==> src/design/pfws_pkg.sv <==
// Package for the pump, fan and water supervisor: event codes, register
// indexes, reset values and the structs passed between the modules.
// No dependencies.
package pfws_pkg;

	// Event kinds carried in the func field.
	typedef enum logic [2:0] {
		FUNC_TICK   = 3'd0,
		FUNC_PUMP   = 3'd1,
		FUNC_TEMP   = 3'd2,
		FUNC_WATER  = 3'd3,
		FUNC_BRIGHT = 3'd4
	} func_t;

	// Configuration register indexes.
	typedef enum logic [2:0] {
		CFG_MAX_PUMP_SECONDS = 3'd0,
		CFG_FAN_ON_TEMP      = 3'd1,
		CFG_FAN_OFF_TEMP     = 3'd2,
		CFG_TEMP_DELTA       = 3'd3,
		CFG_WATER_THRESHOLD  = 3'd4,
		CFG_WATER_BAND       = 3'd5
	} cfg_idx_t;

	localparam int CFG_IDX_W  = 3;
	localparam int CFG_DATA_W = 16;

	// Register reset values.
	localparam logic [15:0]        MAX_PUMP_RESET   = 16'd900;
	localparam logic signed [11:0] FAN_ON_RESET     = 12'sd512;
	localparam logic signed [11:0] FAN_OFF_RESET    = 12'sd480;
	localparam logic [11:0]        TEMP_DELTA_RESET = 12'd4;
	localparam logic [11:0]        WATER_THR_RESET  = 12'd1500;
	localparam logic [11:0]        WATER_HYS_RESET  = 12'd100;

	// Remaining run time counter and its ceiling.
	localparam int          REM_W      = 26;
	localparam logic [25:0] REMAIN_MAX = 26'h3FF_FFFF;

	// A sample is accepted strictly between -100 and 125 degC (1/16 degC units).
	localparam logic signed [11:0] TEMP_LOW  = -12'sd1600;
	localparam logic signed [11:0] TEMP_HIGH = 12'sd2000;

	// Highest accepted brightness percentage.
	localparam logic [7:0] PCT_MAX = 8'd100;

	typedef struct packed {
		logic [15:0]        max_pump_seconds;
		logic signed [11:0] fan_on_temp;
		logic signed [11:0] fan_off_temp;
		logic [11:0]        temp_delta;
		logic [11:0]        water_threshold;
		logic [11:0]        water_band;
	} cfg_t;

	typedef struct packed {
		logic [2:0]         func;
		logic [15:0]        duration_seconds;
		logic signed [11:0] temperature;
		logic [11:0]        water_raw;
		logic [7:0]         brightness;
	} item_t;

	typedef struct packed {
		logic               pump_on;
		logic               fan_on;
		logic               water_empty;
		logic [7:0]         pwm_level;
		logic               temp_known;
		logic signed [11:0] temp_stored;
		logic               changed;
		logic               rejected;
	} res_t;

endpackage

==> src/design/pfws_cfg_regs.sv <==
// Configuration register bank of the supervisor.
// Depends on pfws_pkg for the register indexes, reset values and cfg_t.
module pfws_cfg_regs (
	input  logic                                clk,
	input  logic                                arst_n,
	input  logic                                cfg_we,
	input  logic [pfws_pkg::CFG_IDX_W-1:0]      cfg_index,
	input  logic [pfws_pkg::CFG_DATA_W-1:0]     cfg_data,
	output pfws_pkg::cfg_t                      cfg
);

	pfws_pkg::cfg_t cfg_q;

	always_ff @(posedge clk or negedge arst_n) begin
		if (!arst_n) begin
			cfg_q.max_pump_seconds <= pfws_pkg::MAX_PUMP_RESET;
			cfg_q.fan_on_temp      <= pfws_pkg::FAN_ON_RESET;
			cfg_q.fan_off_temp     <= pfws_pkg::FAN_OFF_RESET;
			cfg_q.temp_delta       <= pfws_pkg::TEMP_DELTA_RESET;
			cfg_q.water_threshold  <= pfws_pkg::WATER_THR_RESET;
			cfg_q.water_band       <= pfws_pkg::WATER_HYS_RESET;
		end else if (cfg_we) begin
			case (pfws_pkg::cfg_idx_t'(cfg_index))
				pfws_pkg::CFG_MAX_PUMP_SECONDS: cfg_q.max_pump_seconds <= cfg_data;
				pfws_pkg::CFG_FAN_ON_TEMP:      cfg_q.fan_on_temp      <= cfg_data[11:0];
				pfws_pkg::CFG_FAN_OFF_TEMP:     cfg_q.fan_off_temp     <= cfg_data[11:0];
				pfws_pkg::CFG_TEMP_DELTA:       cfg_q.temp_delta       <= cfg_data[11:0];
				pfws_pkg::CFG_WATER_THRESHOLD:  cfg_q.water_threshold  <= cfg_data[11:0];
				pfws_pkg::CFG_WATER_BAND:       cfg_q.water_band       <= cfg_data[11:0];
				default: begin
				end
			endcase
		end
	end

	assign cfg = cfg_q;

endmodule

==> src/design/pfws_core.sv <==
// Supervisor state registers and the single-pass next-state logic that
// turns one event into the new state and its result.
// Depends on pfws_pkg for the event codes, constants and structs.
module pfws_core #(
	parameter int TICKS_PER_SECOND = 1000,
	parameter int PWM_BITS         = 8
) (
	input  logic           clk,
	input  logic           arst_n,
	input  logic           step,
	input  pfws_pkg::item_t item,
	input  pfws_pkg::cfg_t  cfg,
	output pfws_pkg::res_t  res
);

	localparam int REM_W   = pfws_pkg::REM_W;
	localparam int TPS_W   = $clog2(TICKS_PER_SECOND + 1);
	localparam int PROD_W  = 16 + TPS_W;
	localparam int EXT_W   = (PROD_W > REM_W) ? PROD_W : REM_W + 1;
	localparam int PWM_MAX = (1 << PWM_BITS) - 1;
	localparam logic [EXT_W-1:0] TPS_C    = EXT_W'(TICKS_PER_SECOND);
	localparam logic [EXT_W-1:0] REM_CEIL = EXT_W'(pfws_pkg::REMAIN_MAX);

	// State.
	logic                pump_q, fan_q, tv_q, wflag_q, wseen_q;
	logic [REM_W-1:0]    rem_q;
	logic signed [11:0]  tval_q;
	logic [PWM_BITS-1:0] pwm_q;

	logic                pump_d, fan_d, tv_d, wflag_d, wseen_d, rej;
	logic [REM_W-1:0]    rem_d;
	logic signed [11:0]  tval_d;
	logic [PWM_BITS-1:0] pwm_d;

	// Brightness to duty level table, worked out at elaboration.
	logic [PWM_BITS-1:0] pwm_lut [0:100];

	for (genvar gi = 0; gi <= 100; gi++) begin : g_lut
		assign pwm_lut[gi] = PWM_BITS'((gi * PWM_MAX) / 100);
	end

	// Tick countdown.
	logic [REM_W-1:0] rem_dec;
	assign rem_dec = (rem_q != '0) ? rem_q - REM_W'(1) : rem_q;

	// Trigger: clamp the request, scale to ticks and saturate.
	logic [15:0]      dur_cl;
	logic [EXT_W-1:0] ticks_full;
	logic [REM_W-1:0] ticks;
	assign dur_cl     = (item.duration_seconds > cfg.max_pump_seconds) ?
		cfg.max_pump_seconds : item.duration_seconds;
	assign ticks_full = EXT_W'(dur_cl) * TPS_C;
	assign ticks      = (ticks_full > REM_CEIL) ? pfws_pkg::REMAIN_MAX : ticks_full[REM_W-1:0];

	// Temperature: range check, distance from the stored value, fan hysteresis.
	logic               temp_ok, temp_upd, fan_wants;
	logic signed [12:0] diff;
	logic [12:0]        diff_abs;
	assign temp_ok   = (item.temperature > pfws_pkg::TEMP_LOW) &&
		(item.temperature < pfws_pkg::TEMP_HIGH);
	assign diff      = {item.temperature[11], item.temperature} - {tval_q[11], tval_q};
	assign diff_abs  = diff[12] ? 13'(-diff) : 13'(diff);
	assign temp_upd  = !tv_q || (diff_abs >= {1'b0, cfg.temp_delta});
	assign fan_wants = fan_q ? (item.temperature >= cfg.fan_off_temp) :
		(item.temperature >= cfg.fan_on_temp);

	// Water: band edges kept in 13 bits so that nothing wraps.
	logic [12:0] band_hi, raw_plus_hys;
	assign band_hi      = {1'b0, cfg.water_threshold} + {1'b0, cfg.water_band};
	assign raw_plus_hys = {1'b0, item.water_raw} + {1'b0, cfg.water_band};

	always_comb begin
		pump_d  = pump_q;
		rem_d   = rem_q;
		fan_d   = fan_q;
		tv_d    = tv_q;
		tval_d  = tval_q;
		wflag_d = wflag_q;
		wseen_d = wseen_q;
		pwm_d   = pwm_q;
		rej     = 1'b0;
		case (pfws_pkg::func_t'(item.func))
			pfws_pkg::FUNC_TICK: begin
				if (pump_q) begin
					rem_d = rem_dec;
					if (rem_dec == '0) begin
						pump_d = 1'b0;
						fan_d  = tv_q && (tval_q >= cfg.fan_off_temp);
					end
				end
			end
			pfws_pkg::FUNC_PUMP: begin
				if (item.duration_seconds == '0) begin
					rej = 1'b1;
				end else begin
					rem_d  = ticks;
					pump_d = 1'b1;
					fan_d  = 1'b1;
				end
			end
			pfws_pkg::FUNC_TEMP: begin
				if (temp_ok) begin
					if (temp_upd) begin
						tval_d = item.temperature;
						tv_d   = 1'b1;
					end
					fan_d = pump_q || fan_wants;
				end else begin
					rej = 1'b1;
				end
			end
			pfws_pkg::FUNC_WATER: begin
				if (!wseen_q) begin
					wflag_d = item.water_raw < cfg.water_threshold;
				end else if (wflag_q && ({1'b0, item.water_raw} > band_hi)) begin
					wflag_d = 1'b0;
				end else if (!wflag_q && (raw_plus_hys < {1'b0, cfg.water_threshold})) begin
					wflag_d = 1'b1;
				end
				wseen_d = 1'b1;
			end
			pfws_pkg::FUNC_BRIGHT: begin
				if (item.brightness > pfws_pkg::PCT_MAX) begin
					rej = 1'b1;
				end else begin
					pwm_d = pwm_lut[item.brightness[6:0]];
				end
			end
			default: begin
				rej = 1'b1;
			end
		endcase
	end

	always_ff @(posedge clk or negedge arst_n) begin
		if (!arst_n) begin
			pump_q  <= 1'b0;
			rem_q   <= '0;
			fan_q   <= 1'b0;
			tv_q    <= 1'b0;
			tval_q  <= '0;
			wflag_q <= 1'b0;
			wseen_q <= 1'b0;
			pwm_q   <= '0;
		end else if (step) begin
			pump_q  <= pump_d;
			rem_q   <= rem_d;
			fan_q   <= fan_d;
			tv_q    <= tv_d;
			tval_q  <= tval_d;
			wflag_q <= wflag_d;
			wseen_q <= wseen_d;
			pwm_q   <= pwm_d;
		end
	end

	always_comb begin
		res.pump_on     = pump_d;
		res.fan_on      = fan_d;
		res.water_empty = wflag_d;
		res.pwm_level   = 8'(pwm_d);
		res.temp_known  = tv_d;
		res.temp_stored = tval_d;
		res.changed     = (pump_d != pump_q) || (fan_d != fan_q) || (wflag_d != wflag_q) ||
			(tv_d != tv_q) || (tval_d != tval_q) || (pwm_d != pwm_q);
		res.rejected    = rej;
	end

endmodule

==> src/design/pump_fan_water_supervisor.sv <==
// Top level of the pump, fan and water supervisor: input register, result
// register and handshakes around pfws_cfg_regs and pfws_core.
// Depends on pfws_pkg, pfws_cfg_regs and pfws_core.
//
//   Channel   Handshake               Payload
//   -------   ---------------------   ------------------------------------------
//   input     in_valid / in_ready     func, duration_seconds, temperature,
//                                     water_raw, brightness
//   result    out_valid / out_ready   pump_on, fan_on, water_empty, pwm_level,
//                                     temp_known, temp_stored, changed, rejected
//   config    cfg_we (no wait)        cfg_index, cfg_data
//
// Every event yields exactly one result. The transaction loads the input
// register; when the result register may load, the next-state logic settles
// into the state and result registers, and the result is then offered.
// Throughput is one event per clock while the result is not stalled by out_ready.
// Reset (arst_n low) clears both valid flags and all supervisor state at once.
// A stalled result holds the result register; the input register still takes
// one further transaction, after which in_ready falls until out_ready returns.
module pump_fan_water_supervisor #(
	parameter int TICKS_PER_SECOND = 1000,
	parameter int PWM_BITS         = 8
) (
	input  logic                            clk,
	input  logic                            arst_n,
	// Event input.
	input  logic                            in_valid,
	output logic                            in_ready,
	input  logic [2:0]                      func,
	input  logic [15:0]                     duration_seconds,
	input  logic signed [11:0]              temperature,
	input  logic [11:0]                     water_raw,
	input  logic [7:0]                      brightness,
	// Result output.
	output logic                            out_valid,
	input  logic                            out_ready,
	output logic                            pump_on,
	output logic                            fan_on,
	output logic                            water_empty,
	output logic [7:0]                      pwm_level,
	output logic                            temp_known,
	output logic signed [11:0]              temp_stored,
	output logic                            changed,
	output logic                            rejected,
	// Configuration writes.
	input  logic                            cfg_we,
	input  logic [pfws_pkg::CFG_IDX_W-1:0]  cfg_index,
	input  logic [pfws_pkg::CFG_DATA_W-1:0] cfg_data
);

	pfws_pkg::cfg_t  cfg;
	pfws_pkg::item_t item_s1;
	pfws_pkg::res_t  res, res_s2;
	logic            valid_s1, valid_s2;
	logic            advance, step;

	// The result register may load when it is empty or being emptied; the
	// input register may load when it is empty or its contents move on this cycle.
	assign advance  = !valid_s2 || out_ready;
	assign step     = valid_s1 && advance;
	assign in_ready = !valid_s1 || advance;

	pfws_cfg_regs u_cfg (
		.clk       (clk),
		.arst_n    (arst_n),
		.cfg_we    (cfg_we),
		.cfg_index (cfg_index),
		.cfg_data  (cfg_data),
		.cfg       (cfg)
	);

	// Input register: one transaction held until the core consumes it.
	always_ff @(posedge clk or negedge arst_n) begin
		if (!arst_n) begin
			valid_s1 <= 1'b0;
		end else if (in_ready) begin
			valid_s1 <= in_valid;
		end
	end

	always_ff @(posedge clk) begin
		if (in_valid && in_ready) begin
			item_s1.func             <= func;
			item_s1.duration_seconds <= duration_seconds;
			item_s1.temperature      <= temperature;
			item_s1.water_raw        <= water_raw;
			item_s1.brightness       <= brightness;
		end
	end

	// The core updates its state on exactly the cycles that load a result.
	pfws_core #(
		.TICKS_PER_SECOND (TICKS_PER_SECOND),
		.PWM_BITS         (PWM_BITS)
	) u_core (
		.clk    (clk),
		.arst_n (arst_n),
		.step   (step),
		.item   (item_s1),
		.cfg    (cfg),
		.res    (res)
	);

	// Result register.
	always_ff @(posedge clk or negedge arst_n) begin
		if (!arst_n) begin
			valid_s2 <= 1'b0;
		end else if (advance) begin
			valid_s2 <= valid_s1;
		end
	end

	always_ff @(posedge clk) begin
		if (step) begin
			res_s2 <= res;
		end
	end

	assign out_valid   = valid_s2;
	assign pump_on     = res_s2.pump_on;
	assign fan_on      = res_s2.fan_on;
	assign water_empty = res_s2.water_empty;
	assign pwm_level   = res_s2.pwm_level;
	assign temp_known  = res_s2.temp_known;
	assign temp_stored = res_s2.temp_stored;
	assign changed     = res_s2.changed;
	assign rejected    = res_s2.rejected;

	// A rejected event never alters any reported state.
	a_reject_no_change: assert property (@(posedge clk) disable iff (!arst_n)
		out_valid |-> !(rejected && changed))
		else $error("rejected event reported a change");

	// The fan is forced on for as long as the pump runs.
	a_pump_implies_fan: assert property (@(posedge clk) disable iff (!arst_n)
		(out_valid && pump_on) |-> fan_on)
		else $error("pump running with fan off");

	// No stored temperature is reported before one is known.
	a_temp_unknown_zero: assert property (@(posedge clk) disable iff (!arst_n)
		(out_valid && !temp_known) |-> (temp_stored == '0))
		else $error("stored temperature nonzero while unknown");

	// A transaction into a full input register needs the core to move on.
	a_no_overwrite: assert property (@(posedge clk) disable iff (!arst_n)
		(in_valid && in_ready && valid_s1) |-> step)
		else $error("input register overwritten");

endmodule
==> config.mk <==
export PLATFORM = sky130hd
export DESIGN_NAME = pump_fan_water_supervisor
export DESIGN_NICKNAME = d
export VERILOG_FILES = /design/src/design/pfws_pkg.sv /design/src/design/pfws_cfg_regs.sv /design/src/design/pfws_core.sv /design/src/design/pump_fan_water_supervisor.sv
export SDC_FILE = /design/constraint.sdc
export NUM_CORES = 1
export LEC_CHECK = 0
export ABC_AREA = 1
export BUFFER_PORTS_ARGS = -buffer_cell sky130_fd_sc_hd__buf_2
export CAP_MARGIN = 5
export CORE_ASPECT_RATIO = 0.6
export CORE_MARGIN = 5
export CORE_UTILIZATION = 40
export CTS_BUF_LIST = sky130_fd_sc_hd__clkbuf_2 sky130_fd_sc_hd__clkbuf_4 sky130_fd_sc_hd__clkbuf_8
export DETAILED_ROUTE_END_ITERATION = 6
export SLEW_MARGIN = 20
export SYNTH_ARGS = -nofsm -noshare
export SYNTH_HDL_FRONTEND = slang
export SYNTH_SLANG_ARGS = --single-unit
==> constraint.sdc <==
create_clock -name clk -period 7.4 [get_ports clk]
set_input_delay 0 -clock clk [delete_from_list [all_inputs] [get_ports clk]]
set_output_delay 0 -clock clk [all_outputs]
set_load 0.01 [all_outputs]
==> results of run 1 <==
worst max-delay path: cells and delay by family (launching register included):
family | cells | cell delay (ps)
adders and majority gates | 6 | 2280
buffers and inverters | 5 | 410
DFF | 1 | 540
and+or+nand+nor | 10 | 1700
AOI/OAI and AO/OA | 8 | 1600
kinds of logic (layout without fill, tap and decap cells):
family / count (synthesis) / count (layout) / synth area share, %
and+or+nand+nor: 957 / 957 / 23.1
AOI/OAI and AO/OA: 422 / 422 / 13.1
buffers and inverters: 419 / 626 / 9.32
adders and majority gates: 241 / 241 / 19.5
DFF: 206 / 206 / 31.9
xor gates and xnor gates: 60 / 60 / 3.06
cells in the final DEF, fill, tap and decap left out, drive strengths merged, types with 52 or more instances in the layout:
| cell type | synthesis | layout |
|---|---|---|
| a21oi | 139 | 139 |
| buf | 17 | 117 |
| clkbuf | 33 | 52 |
| dfrtp | 109 | 109 |
| dlygate4sd3 | 0 | 72 |
| edfxtp | 77 | 77 |
| ha | 191 | 191 |
| inv | 368 | 369 |
| nand2 | 572 | 572 |
| nand3 | 129 | 129 |
| nor2 | 173 | 173 |
| o21ai | 224 | 224 |
final cells by class:
type / count / area (um2) / area share [%]
multi-input cells: 1680 / 10200 / 50.9
flip-flops and latches: 206 / 5570 / 27.7
inverters: 369 / 1390 / 6.89
repair buffers: 189 / 1350 / 6.71
well taps: 579 / 724 / 3.60
clock buffers: 52 / 641 / 3.19
clock inverters: 16 / 218 / 1.08
metrics by stage:
| stage | setup slack [ps] | hold slack (ps) | cells |
|---|---|---|---|
| 6_report | 740 | 59.3 | 3091 |
| 5_1_grt | 113 | 105 | 3091 |
| 4_1_cts | 762 | 61.5 | 3091 |
| 3_5_place_dp | 822 | 83.2 | 2951 |
| 3_3_place_gp | 996 | 81.8 | 2951 |
| 2_1_floorplan | 1440 | -296 | 2305 |
final timing paths:
kind	slack, ps	startpoint	to
hold / removal	60	arst_n	u_cfg.cfg[73]$_DFFE_PN0P_
min in group clk	140	water_raw[7]	item_s1[15]$_DFFE_PP_
setup / recovery	740	u_cfg.cfg[62]$_DFFE_PN1P_	u_core.rem_q[21]$_DFFE_PN0P_
setup reg to reg	740	u_cfg.cfg[62]$_DFFE_PN1P_	u_core.rem_q[21]$_DFFE_PN0P_
hold reg to reg	490	u_cfg.cfg[31]$_DFFE_PN0P_	u_cfg.cfg[31]$_DFFE_PN0P_
max in group asynchronous	6030	arst_n	u_cfg.cfg[46]$_DFFE_PN0P_
per-layer routing:
metal	track usage, %	vias up	part of all wire [%]
li1	-	7941	-
met1	32.0	7447	51
met3	3.54	52	6.3
met2	31.1	408	41
met4	3.70	0	1.3
met5	0	-	0
state kept, by name, indices dropped and copies added (netlist names), 8 cells and up:
register       flops
temp_stored       12
item_s1           51
u_core.rem_q      26
u_core.tval_q     12
pwm_level          8
u_cfg.cfg         76
u_core.pwm_q       8
repair_timing:
item,CTS,global route
endpoints found under the setup margin,0,0
hold buffers,72,0
gates resized for setup,0,0
hold endpoints to repair,191,0
==> metrics.md, run 1 <==
| Metric | Value |
|---|---|
| Synthesis Warnings | 0 |
| Nets | 2799 |
| Count leader, synth | nand2_1 |
| IO Count | 103 |
| Number of cells produced by synthesis | 2305 |
| Avg Synthesized Cell Area | 7.56 um2 |
| Fin crit share | 90.0% |
| Fin util | 46.6% |
| Final ANT Viol Nets | 0 |
| GPL Wtd Cong | 0.903 |
| CTS tree | yes |
| Starting DRT DRC Count | 1383 |
| Vias in the first global route | 15200 |
| Clock Sinks | 206 |
| Fin crit period | 6660 ps |
| Setup repair bufs after CTS | 0 |
| CP startpoint kind | register |
| Slowest CP cell | o21ai_1 |
| Skew final | 34.5 ps |
| Syn nets | 2621 |
| Global route overflow | 0 |
| Synth area leader | dfrtp_1 |
| WL final | 50200 um |
| Largest net degree at the start of global routing | 68 |
| Status | completed |
| Routed vias/inst | 5.13 |
| Main synth FF type | dfrtp_1 |
| Max Transition Viols Final | 0 |
| Final instance area | 0.0201 mm2 |
| Slew headroom | 29.1% |
| Mapped Area | 0.0174 mm2 |
| IO Port Bufs | 102 |
| Clk buf depth | 3 |
| Top cells by area, synth | dfrtp_1, ha_1, edfxtp_1, nand2_1, inv_1 |
| CP max stage delay | 570 ps |
| Max-cap violations | 0 |
| Count of state elements after synthesis | 206 |
| FF-to-FF path depth | 29 |
| Num rows | 59 |
| Initial Utilization | 40.3% |
| GRT Overall Usage | 20.8% |
| Crit end category | register |
| Share of flip-flops with an asynchronous set or reset | 62.6% |
| Die height | 172 um |
| Clk slew on worst S/H paths | 70 ps |
| Number of synthesized flops with an enable pin | 77 |
| Crit path kind | reg -> reg |
| Synthesis-to-layout area growth | 15.5% |
| Most frequent cells after synthesis | nand2_1, inv_1, ha_1 |
| Share of layout cells above drive strength 1 | 9.63% |
| Hold Crit Class | in -> async |
| Number of buffers created by CTS | 37 |
| Largest fanout on the critical path | 32 |
| Root buf cell | clkbuf_8 |
| RSZ-0062 raised after global routing | false |
| Clk Latency, worst-skew pair | 570 ps |
| Area of placed instances | 0.0185 mm2 |
| HPWL after DPL | 38100 um |
| Register area share after synthesis | 31.9% |
| Initial antenna violation count | 0 |
| Worst-margin pin slew | 1060 ps |
| Hold Violations, Final | 0 |
| Worst Path Required | 7860 ps |
| Die area | 0.0480 mm2 |
| Drt drc | 0 |
| Top cell type's share of synthesized area | 15.7% |
| 1st-pass router iterations | 5 |
| Fillers | 4252 |
| DR WL/cell | 16.2 um |
| Die Width | 279 um |
| Worst EP arrival | 7120 ps |
| Core Region | 0.0432 mm2 |
| Synth cell types | 53 |
| Number of antenna repair diodes | 0 |
| H-tree depth | 2 |
| First-pass GRT wire length | 81100 um |
| Fin Setup TNS | 0 ps |
| Final setup viols | 0 |
| Max Fclk | 150 MHz |
| DR vias | 15800 |
Power of run 1 is left out: the tool's default activity adds up to more than one toggle a clock period on the data nets, which glitch-free logic cannot reach.
==> run 2: changes to the inputs <==
- GPL_TIMING_DRIVEN: not set -> 1
- SYNTH_HIERARCHICAL: not set -> 1
==> run 2 against run 1 <==
Core utilization fell by 0.50 points. Count of clock-buffer cells in the layout is 2 lower. Worst hold slack got worse by 43 ps. Design area increased by 2.0%. Cell count up 2.8%. Maximum frequency shrank 1.2%. Sequential share of layout area decreased by 0.54 points. Critical path type unchanged. Highest routed layer unchanged.
==> metrics.md, run 2 <==
| Metric | Value |
|---|---|
| Avg Synthesized Cell Area | 7.52 um2 (-0.47%) |
| Largest net degree at the start of global routing | 70 (+2.9%) |
| Setup repair bufs after CTS | 0 (unchanged) |
| Worst Path Required | 7860 ps (about the same) |
| Core Region | 0.0445 mm2 (+3.1%) |
| Top delay family on crit path | adder cells |
| IO Count | 103 (unchanged) |
| Top cell type's share of synthesized area | 15.3% (-0.41 points) |
| Routed vias/inst | 5.11 (-0.31%) |
| Skew final | 46.3 ps (+11.9 ps) |
| Die Width | 283 um (+1.3%) |
| Slowest CP cell | dfstp_2 |
| Final setup viols | 0 (unchanged) |
| Initial antenna violation count | 2 (+2) |
| Pwr dens | 527 mW/mm2 |
| Vias in the first global route | 15800 (+3.7%) |
| Syn nets | 2704 (+3.2%) |
| Top cells by area, synth | dfrtp_1, nand2_1, ha_1, edfxtp_1, inv_1 |
| Num rows | 60 (+1.7%) |
| Int Pwr | 5160 uW |
| Most frequent cells in the layout | nand2_1, inv_1, ha_1 |
| Fillers | 4448 (+4.6%) |
| CP startpoint kind | register |
| RSZ-0062 raised after global routing | false |
| Worst EP arrival | 7200 ps (+80 ps) |
| Number of cells produced by synthesis | 2378 (+3.2%) |
| WP buf/inv | 5 (unchanged) |
| Status | completed |
| Clock Sinks | 206 (unchanged) |
| Crit end category | register |
| Initial Utilization | 40.2% (-0.16 points) |
| Max Fclk | 148 MHz (-1.2%) |
| Max Transition Viols Final | 0 (unchanged) |
| Nets | 2883 (+3.0%) |
| Seq pwr share | 16.0% |
| DR WL/cell | 16.2 um (-0.28%) |
| Overall power | 10800 uW |
| Die height | 174 um (+1.3%) |
| Crit path kind | reg -> reg |
| GPL Wtd Cong | 0.980 (+8.6%) |
| Fin crit share | 91.1% (+1.1 points) |
| Count of state elements after synthesis | 206 (unchanged) |
| Synth area leader | dfrtp_1 |
| Share of layout cells above drive strength 1 | 9.59% (-0.044 points) |
| Worst-margin pin slew | 982 ps (-74.5 ps) |
| Max rail drop VDD | 711 uV |
| Share of flip-flops with an asynchronous set or reset | 62.6% (unchanged) |
| Synthesis-to-layout area growth | 14.7% |
| Clk buf depth | 3 (unchanged) |
| Number of buffers created by CTS | 37 (unchanged) |
| CP max stage delay | 530 ps (-40 ps) |
| Switching share of total power | 52.3% |
| Fin Setup TNS | 0 ps (unchanged) |
| Starting DRT DRC Count | 1553 (+12%) |
| Register area share after synthesis | 31.1% (-0.83 points) |
| 1st-pass router iterations | 5 (unchanged) |
| Global route overflow | 0 (unchanged) |
| LEAKAGE | 0.0104 uW |
| Final ANT Viol Nets | 0 (unchanged) |
| DR vias | 16200 (+2.5%) |
| Root buf cell | clkbuf_8 |
| CP dominant cell by count | nand2_1 |
| Hold Crit Class | in -> async |
| Commonest non-fill, non-tap cell in the layout | nand2_1 |
| Largest fanout on the critical path | 25 (-22%) |
| Die area | 0.0492 mm2 (+2.6%) |
| Most frequent cells after synthesis | nand2_1, inv_1, ha_1 |
| GRT Overall Usage | 20.7% (-0.11 points) |
| Slew headroom | 34.3% (+5.3 points) |
| Hold Violations, Final | 0 (unchanged) |
| Largest register FFs | 76 (unchanged) |
| H-tree depth | 2 (unchanged) |
| Number of synthesized flops with an enable pin | 77 (unchanged) |
| Clock share of power | 10.7% |
| Clk Latency, worst-skew pair | 600 ps (+30 ps) |
| Fin crit period | 6740 ps (+78.5 ps) |
| Mapped Area | 0.0179 mm2 (+2.7%) |
| Synth cell types | 49 (-7.5%) |
| Synthesis Warnings | 6 (+6) |
| HPWL after DPL | 39500 um (+3.7%) |
| WL final | 51500 um (+2.5%) |
| CTS tree | yes |
| IO Port Bufs | 102 (unchanged) |
| Clk slew on worst S/H paths | 60 ps (about the same) |
| Drt drc | 0 (unchanged) |
| Max-cap violations | 0 (unchanged) |
| First-pass GRT wire length | 83400 um (+2.8%) |
| Main synth FF type | dfrtp_1 |
| Count leader, synth | nand2_1 |
| Sw power | 5660 uW |
| Combinational Power Share | 73.3% |
-- run 2: cell count changes in the layout (fill, tap and decap cells not counted), moves of 6 or more --
cell / previous run / this run
a21oi_1: 137 / 117
o221ai_1: 2 / 11
inv_1: 358 / 368
nand3_1: 126 / 174
nor2_1: 164 / 150
nor2_2: 6 / 14
o21ai_1: 45 / 37
dlygate4sd3_1: 72 / 82
o21ai_0: 175 / 103
nand2_1: 566 / 669
clkinv_2: 1 / 7
-- run 2: final timing paths --
kind | startpoint | endpoint | slack (ps) | depth (start not counted)
setup / recovery | u_cfg/cfg[62]$_DFFE_PN1P_ | u_core/rem_q[25]$_DFFE_PN0P_ | 660 | 31
hold / removal | arst_n | u_core/rem_q[23]$_DFFE_PN0P_ | 20 | 2
setup reg to reg | u_cfg/cfg[62]$_DFFE_PN1P_ | u_core/rem_q[25]$_DFFE_PN0P_ | 660 | 31
hold reg to reg | u_cfg/cfg[62]$_DFFE_PN1P_ | u_cfg/cfg[62]$_DFFE_PN1P_ | 460 | 2
max in group asynchronous | arst_n | u_cfg/cfg[45]$_DFFE_PN0P_ | 6000 | 3
min in group clk | water_raw[6] | item_s1[14]$_DFFE_PP_ | 100 | 2
-- run 2: area by class of cell --
| type | count | area (um2) | share of cell area [%] |
|---|---|---|---|
| well taps | 589 | 737 | 3.59 |
| clock buffers | 50 | 626 | 3.05 |
| repair buffers | 194 | 1410 | 6.89 |
| diodes | 2 | 5.00 | 0.0244 |
| flip-flops and latches | 206 | 5570 | 27.1 |
| inverters | 377 | 1420 | 6.91 |
| multi-input cells | 1741 | 10600 | 51.7 |
| clock inverters | 18 | 144 | 0.702 |
-- run 2: stage by stage --
stage	hold slack [ps]	instances	instance area (um2)	setup slack, ps	utilization, %
after global routing	68.0	3177	20500	37.3	46.1
final	16.5	3177	20500	662	46.1
after CTS	20.9	3175	20500	499	46.1
after floorplan	-296	2378	17900	974	-
after global placement	84.4	3025	18900	756	42.5
after detailed placement	82.2	3025	18900	513	42.5
-- run 2: cells by family after synthesis --
logic type / count (synthesis) / share of synthesized area [%]
and+or+nand+nor: 1111 / 26.5
buffers and inverters: 431 / 9.69
AOI/OAI and AO/OA: 319 / 9.93
adders and majority gates: 251 / 19.9
DFF: 206 / 31.1
xor gates and xnor gates: 60 / 2.94
-- run 2: worst reg2reg max path, delay by kind of cell, from the launching register on --
kind / cells / cell delay (ps)
flops: 1 / 530
simple gates: 9 / 740
buf+inv: 5 / 540
compound gates: 11 / 2250
fa+ha+maj: 6 / 2540
-- run 2: power by group through the flow --
| stage | Sequential [uW] | Combinational, uW | Clock (uW) |
|---|---|---|---|
| global placement | 1740 | 7710 | 0 |
| floorplan | 1680 | 6150 | 0 |
| finish | 1730 | 7930 | 1150 |
| global route | 1770 | 9140 | 1260 |
| CTS | 1730 | 7900 | 1200 |
| detailed placement | 1740 | 7830 | 0 |
-- run 2: per-layer routing --
layer | track usage, % | part of all wire (%) | wire, um | vias to the layer above
met4 | 3.81 | 1.5 | 776 | 0
met1 | 32.1 | 51 | 26100 | 7544
li1 | - | - | - | 8097
met3 | 4.38 | 7.9 | 4050 | 58
met5 | 0 | 0 | 0 | -
met2 | 29.8 | 40 | 20500 | 539
-- run 2: timing repair --
action,CTS,global route
endpoints found under the hold margin,189,0
endpoints found under the setup margin,0,6
resized for setup,0,3
hold buffers,82,0
Note: power is estimated with default switching activity, not from simulation.
